`config.mk`:
```
export PLATFORM = sky130hd
export DESIGN_NAME = divider_and_reloading_timer_top
export DESIGN_NICKNAME = d
export VERILOG_FILES = /design/src/design/divrt_pkg.sv /design/src/design/divrt_accum.sv /design/src/design/divider_and_reloading_timer_top.sv
export SDC_FILE = /design/constraint.sdc
export NUM_CORES = 1
export LEC_CHECK = 0
export ABC_CLOCK_PERIOD_IN_PS = 5400
export BUFFER_PORTS_ARGS = -buffer_cell sky130_fd_sc_hd__buf_2
export CAP_MARGIN = 10
export CORE_UTILIZATION = 55
export DETAILED_ROUTE_END_ITERATION = 12
export MAX_ROUTING_LAYER = met4
export PLACE_DENSITY = 0.74
export SLEW_MARGIN = 10
export SYNTH_ARGS = -nofsm -noshare
export SYNTH_HDL_FRONTEND = slang
export SYNTH_HIERARCHICAL = 1
export SYNTH_SLANG_ARGS = --single-unit
```
`constraint.sdc`:
```
create_clock -name clock -period 5.4 [get_ports clock]
set_input_delay 0.54 -clock clock [delete_from_list [all_inputs] [get_ports clock]]
set_output_delay 0.54 -clock clock [all_outputs]
set_load 0.01 [all_outputs]
```
`src/design/divrt_pkg.sv`:
```
`timescale 1ns / 1ps

package divrt_pkg;

   localparam int TICKS_W        = 6;
   localparam int VALUE_W        = 8;
   localparam int CONTROL_W      = 3;
   localparam int DIV_PRESCALE_W = 10;
   localparam int CNT_PRESCALE_W = 16;
   localparam int PERIOD_W       = 11;
   localparam int CSR_ADDR_W     = 1;
   localparam int CSR_DATA_W     = 8;

   // register map
   localparam logic [CSR_ADDR_W-1:0] CSR_RELOAD  = 1'b0;
   localparam logic [CSR_ADDR_W-1:0] CSR_CONTROL = 1'b1;

   // timer_control fields
   localparam int CTRL_ENABLE_BIT = 2;

   localparam logic [1:0] RATE_1024 = 2'd0;
   localparam logic [1:0] RATE_16   = 2'd1;
   localparam logic [1:0] RATE_64   = 2'd2;
   localparam logic [1:0] RATE_256  = 2'd3;

   localparam logic [VALUE_W-1:0] COUNTER_TOP = 8'hFF;

   typedef struct packed {
      logic [TICKS_W-1:0] elapsed_ticks;
      logic               clear_divider;
   } req_type;

   typedef struct packed {
      logic [VALUE_W-1:0] divider_value;
      logic [VALUE_W-1:0] counter_value;
      logic               overflow_irq;
   } rsp_type;

   function automatic logic [PERIOD_W-1:0] counter_period(input logic [1:0] rate);
      logic [PERIOD_W-1:0] period;
      unique case (rate)
         RATE_1024: period = 11'd1024;
         RATE_16:   period = 11'd16;
         RATE_64:   period = 11'd64;
         RATE_256:  period = 11'd256;
         default:   period = 11'd1024;
      endcase
      return period;
   endfunction

endpackage

```
`src/design/divrt_accum.sv`:
```
`timescale 1ns / 1ps

// Add the item's ticks to a prescaler, take one period off when it is
// reached, and saturate at the prescaler's all-ones top value.
module divrt_accum #(
   parameter int ACC_W = 10
) (
   input  logic [ACC_W-1:0]              acc,
   input  logic [divrt_pkg::TICKS_W-1:0]  ticks,
   input  logic [divrt_pkg::PERIOD_W-1:0] period,
   output logic [ACC_W-1:0]              acc_next,
   output logic                          advance
);
   import divrt_pkg::*;

   localparam int SUM_W = ACC_W + 1;

   logic [SUM_W-1:0] sum;
   logic [SUM_W-1:0] period_ext;
   logic [SUM_W-1:0] rest;

   assign sum        = {1'b0, acc} + SUM_W'(ticks);
   assign period_ext = SUM_W'(period);
   assign advance    = (sum >= period_ext);
   assign rest       = advance ? (sum - period_ext) : sum;

   // clamp to the top value when the carry bit is set
   assign acc_next = rest[ACC_W] ? {ACC_W{1'b1}} : rest[ACC_W-1:0];

endmodule

```
`src/design/divider_and_reloading_timer_top.sv`:
```
`timescale 1ns / 1ps

// Pipeline: a beat taken into the input register moves on into the result register
//   when the result register is empty or being drained; a stalled result holds it.
// Throughput: one beat per cycle while the result is not stalled; the divider/counter
//   state update is a single add, compare and subtract per prescaler.
// Reset (synchronous, active high): divider, counter, both prescalers, both
//   registers and all valid flags clear to zero.
module divider_and_reloading_timer_top #(
   parameter int DIVIDER_PERIOD = 512
) (
   input  logic                                clock,
   input  logic                                reset,

   input  logic                                req_valid,
   output logic                                req_stall,
   input  divrt_pkg::req_type                  req_data,

   output logic                                rsp_valid,
   input  logic                                rsp_stall,
   output divrt_pkg::rsp_type                  rsp_data,

   input  logic                                csr_wr_en,
   input  logic [divrt_pkg::CSR_ADDR_W-1:0]    csr_addr,
   input  logic [divrt_pkg::CSR_DATA_W-1:0]    csr_wdata
);
   import divrt_pkg::*;

   localparam logic [PERIOD_W-1:0] DivPeriod = PERIOD_W'(DIVIDER_PERIOD);

   // Configuration registers
   logic [VALUE_W-1:0]   reload_ff;
   logic [CONTROL_W-1:0] control_ff;

   // Timer state
   logic [VALUE_W-1:0]        divider_ff,       divider_in;
   logic [DIV_PRESCALE_W-1:0] div_prescale_ff,  div_prescale_in;
   logic [VALUE_W-1:0]        counter_ff,       counter_in;
   logic [CNT_PRESCALE_W-1:0] cnt_prescale_ff,  cnt_prescale_in;

   // Input stage and result stage
   logic    s1_valid_ff, s1_valid_in;
   req_type s1_data_ff;
   logic    rsp_valid_ff, rsp_valid_in;
   rsp_type rsp_data_ff, rsp_data_in;

   logic req_accept;
   logic s1_move;

   // Datapath intermediates
   logic [VALUE_W-1:0]        divider_base;
   logic [DIV_PRESCALE_W-1:0] div_prescale_base;
   logic [DIV_PRESCALE_W-1:0] div_prescale_sum;
   logic                      div_advance;
   logic [CNT_PRESCALE_W-1:0] cnt_prescale_sum;
   logic                      cnt_advance;
   logic                      cnt_enable;
   logic                      irq;

   // ------------------------------------------------------------------
   // Handshake: the input stage moves forward whenever the result
   // register is empty or being drained this cycle. A new beat enters
   // whenever the input stage is empty or moving on; a stalled result
   // holds the input stage, which then stalls the input.
   // ------------------------------------------------------------------
   assign s1_move    = s1_valid_ff && (!rsp_valid_ff || !rsp_stall);
   assign req_stall  = s1_valid_ff && !s1_move;
   assign req_accept = req_valid && !req_stall;

   assign s1_valid_in  = req_accept || (s1_valid_ff && !s1_move);
   assign rsp_valid_in = s1_move || (rsp_valid_ff && rsp_stall);

   // ------------------------------------------------------------------
   // Divider: a clear request zeroes the divider and its prescaler
   // before this beat's ticks are counted.
   // ------------------------------------------------------------------
   assign divider_base      = s1_data_ff.clear_divider ? '0 : divider_ff;
   assign div_prescale_base = s1_data_ff.clear_divider ? '0 : div_prescale_ff;

   divrt_accum #(
      .ACC_W (DIV_PRESCALE_W)
   ) u_div_accum (
      .acc      (div_prescale_base),
      .ticks    (s1_data_ff.elapsed_ticks),
      .period   (DivPeriod),
      .acc_next (div_prescale_sum),
      .advance  (div_advance)
   );

   // ------------------------------------------------------------------
   // Counter: runs only while enabled; on overflow past the top value
   // reload from the reload register and raise the interrupt.
   // ------------------------------------------------------------------
   assign cnt_enable = control_ff[CTRL_ENABLE_BIT];

   divrt_accum #(
      .ACC_W (CNT_PRESCALE_W)
   ) u_cnt_accum (
      .acc      (cnt_prescale_ff),
      .ticks    (s1_data_ff.elapsed_ticks),
      .period   (counter_period(control_ff[1:0])),
      .acc_next (cnt_prescale_sum),
      .advance  (cnt_advance)
   );

   always_comb begin
      divider_in      = divider_ff;
      div_prescale_in = div_prescale_ff;
      counter_in      = counter_ff;
      cnt_prescale_in = cnt_prescale_ff;
      irq             = 1'b0;

      if (s1_move) begin
         div_prescale_in = div_prescale_sum;
         divider_in      = div_advance ? divider_base + 8'd1 : divider_base;

         if (cnt_enable) begin
            cnt_prescale_in = cnt_prescale_sum;
            if (cnt_advance) begin
               if (counter_ff == COUNTER_TOP) begin
                  counter_in = reload_ff;
                  irq        = 1'b1;
               end else begin
                  counter_in = counter_ff + 8'd1;
               end
            end
         end
      end
   end

   // Hold the result while stalled; load the fresh one when the stage moves.
   always_comb begin
      rsp_data_in = rsp_data_ff;
      if (s1_move) begin
         rsp_data_in.divider_value = divider_in;
         rsp_data_in.counter_value = counter_in;
         rsp_data_in.overflow_irq  = irq;
      end
   end

   // ------------------------------------------------------------------
   // Registers
   // ------------------------------------------------------------------
   always_ff @(posedge clock) begin
      if (reset) begin
         reload_ff       <= '0;
         control_ff      <= '0;
         divider_ff      <= '0;
         div_prescale_ff <= '0;
         counter_ff      <= '0;
         cnt_prescale_ff <= '0;
         s1_valid_ff     <= 1'b0;
         rsp_valid_ff    <= 1'b0;
      end else begin
         if (csr_wr_en) begin
            unique case (csr_addr)
               CSR_RELOAD:  reload_ff  <= csr_wdata[VALUE_W-1:0];
               CSR_CONTROL: control_ff <= csr_wdata[CONTROL_W-1:0];
               default: ;
            endcase
         end
         divider_ff      <= divider_in;
         div_prescale_ff <= div_prescale_in;
         counter_ff      <= counter_in;
         cnt_prescale_ff <= cnt_prescale_in;
         s1_valid_ff     <= s1_valid_in;
         rsp_valid_ff    <= rsp_valid_in;
      end
   end

   // Payload registers: no reset needed
   always_ff @(posedge clock) begin
      if (req_accept) begin
         s1_data_ff <= req_data;
      end
      rsp_data_ff <= rsp_data_in;
   end

   assign rsp_valid = rsp_valid_ff;
   assign rsp_data  = rsp_data_ff;

endmodule

```
==> impl_metrics.yaml <==
status:
  status: "finished, final reports clean"
floorplanning:
  fp.coreArea_um2: 9860
  initial_core_util_pct: 57.1
  dieWidth_um: 103
  die_y_um: 103
  die_area_um2: 10600
  row_count: 36
  io_pins: 40
global_route:
  grt_pass1_vias: 4666
  grtUsageTotal_pct: 27.2
  overflow: 0
  grt_max_degree: 58
  antenna_found_initial: 1
  grt_pass1_wl_um: 21700
worst_hold_path:
  holdCritStartpoint: "req_data[0]"
  min_path_type: "primary input to flip-flop"
synth:
  async_flop_share_pct: 0
  synth-xor-area-share_pct: 5.60
  syn-cell-area_um2: 5630
  yosys.area_share.simple_pct: 24.0
  synth_top_family_by_area: "simple AND/OR/NAND/NOR gates"
  avgSynthCellArea_um2: 8.11
  synth.yosys.warnings: 6
  muxShareOfSynthArea_pct: 1.44
  seq_area_frac_synth_pct: 32.4
  yosys.area_share.adder_pct: 9.42
  yosysTopAreaCellShare_pct: 19.6
  yosysUniqueCellTypes: 80
  syn_inst: 694
  yosys-top-cells-area: "dfxtp_1, edfxtp_1, ha_1"
  synth.largest_area_cell: "dfxtp_1"
  synthFlopType: "dfxtp_1"
  ys_ff_latch: 79
  synth-edff-count: 24
  synth_compound_area_share_pct: 22.4
setup_path:
  cp_top_family: "compound AO/OA/AOI/OAI gates"
  critPathSlowestCell: "a21boi_0"
  cp_num_buf_inv: 2
  cp-end-kind: "flip-flop"
  timing.rr.start: "s1_data_ff[1]"
  cp_max_fo: 11
  crit_arrival_ns: 5.03
  max_stage_delay_ns: 0.47
  crit_required_ns: 5.52
  worstSetupStartpoint: "s1_data_ff[1]"
  path_class: "flip-flop to flip-flop"
  worstSetupStartpointType: "flip-flop"
  cp_cell_sequence: "ha_1 > fa_1 > a21oi_1 > o21ai_0 > a21oi_1 > nor2_1 > xor2_1 > ha_1 > nand4_1 > nor2_1 > a21boi_0 > a2111oi_4 > and2_1 > buf_4 > inv_2 > nand2_1 > nor2_1 > o21a_1 > o22ai_1"
  cpMostUsedCell: "nor2_1"
route:
  drt_iter0_markers: 312
  drc: 0
  via_per_inst: 5.75
  wirelength_um: 13200
  ant_nets: 0
  wl_per_cell_um: 15.0
  first_pass_iters: 7
  vias: 5049
timing:
  fmax_mhz: 204
  setup_viol: 0
  final_max_slew_viol_count: 0
  period_share_pct: 90.9
  hold_ws_ns: 0.358
  fin_tns_setup_ns: 0
  fin_crit_ns: 4.91
  layout_setup_ws_ns: 0.492
  finalClockSkew_ns: 0.0151
  finalHoldViolCount: 0
  worst_pin_slew_ns: 1.11
  rsz0062_at_grt: "false"
  slew_headroom_pct: 26.2
cells_and_area:
  layout_commonest_cell: "nand2_1"
  instances_no_fill: 878
  final_cell_mix: "nand2_1, a21oi_1, dfxtp_1, nor2_1, buf_2"
  drive_above_1_share_pct: 11.0
  area_growth_pct: 9.38
  final_nets: 800
clock_network:
  clock_latency_ns: 0.37
  clk_pin_slew_worst_paths_ns: 0.09
  ctsHoldBuffers: 0
  cts-htree-levels: 3
  cts_buffers: 9
  cts_tree: "done"
  cts-resized-gates: 0
  cts_buffer_depth: 2
  postCtsSetupBuffers: 0
  clock-root-buffer: "clkbuf_8"
  clock_sinks: 79
place:
  placed_cells: 861
  portBuffers: 39
  dp_hpwl_um: 9770
  place_congestion: 0.977
  place_ws_ns: 0.556
power:
  peakVddDrop_mv: 0.190
  leakage_uw: 0.00254
  powerDensity_nw_per_um2: 215
job:
  cap_violations: 0
-- cells by family after synthesis --
| group | count (synthesis) |
|---|---|
| multiplexers | 8 |
| XOR/XNOR | 36 |
| flip-flops | 79 |
| AND/OR/NAND/NOR | 276 |
| AO/OA/AOI/OAI | 191 |
| other | 2 |
| adder cells (fa/ha/maj) | 40 |
| buffers and inverters | 62 |
-- registers in the layout, summed over array words and instances, names as in the netlist --
signal,count
counter_ff,8
divider_ff,8
rsp_data,17
reload_ff,8
control_ff,3
s1_data_ff,7
cnt_prescale_ff,16
s1_valid_ff,1
div_prescale_ff,10
rsp_valid,1
-- through the flow --
| stage | power (uW) | util, % | area (um2) |
|---|---|---|---|
| floorplan | 825 | - | 5700 |
| global placement | 875 | 60.4 | 5950 |
| detailed placement | 879 | 60.4 | 5950 |
| CTS | 1330 | 62.4 | 6150 |
| global route | 1390 | 62.4 | 6160 |
| finish | 1320 | 62.4 | 6160 |
-- routing by layer --
layer / share of wire, % / track usage, % / vias up
met5: 0 / - / -
met4: 1.8 / 9.64 / 0
met3: 6.2 / 4.88 / 18
met2: 44 / 40.7 / 159
met1: 48 / 37.0 / 2341
li1: - / - / 2531
-- synth_stat cells, types with 7 or more instances --
library cell,count
inv_1,35
a21o_1,8
o21ai_0,25
xor2_1,17
nand2_1,115
a21oi_1,80
mux2i_1,7
xnor2_1,19
edfxtp_1,24
clkbuf_1,11
and3_1,10
a211oi_1,9
nor2b_1,27
and2_1,10
nand4_1,8
nor2_1,41
nor3_1,7
nand3_1,23
nand2b_1,10
ha_1,36
dfxtp_1,55
o21a_1,7
-- power breakdown --
group / total [uW] / leakage [uW] / switching [uW] / internal (uW)
sequential: 638 / 0.000671 / 10.8 / 627
combinational: 233 / 0.00176 / 140 / 93.3
clock: 452 / 0.000102 / 234 / 218
total: 1320 / 0.00254 / 385 / 939
-- final timing paths --
path                                           end  slack, ns  depth (start not counted)
worst min-delay path                 s1_data_ff[0]       0.36                          1
worst max-delay path                   rsp_data[4]       0.49                         19
worst min register to register  div_prescale_ff[5]       0.45                          2
worst max register to register         rsp_data[4]       0.49                         19
-- cell type report --
class / instances / area [um2]
fillers: 883 / 3710
inverters: 37 / 140
well taps: 133 / 166
clock inverters: 7 / 76.3
clock buffers: 9 / 124
multi-input cells: 571 / 3620
flip-flops and latches: 79 / 1820
repair buffers: 41 / 210
diodes: 1 / 2.50
No activity file was read; power rests on OpenSTA's default activity.
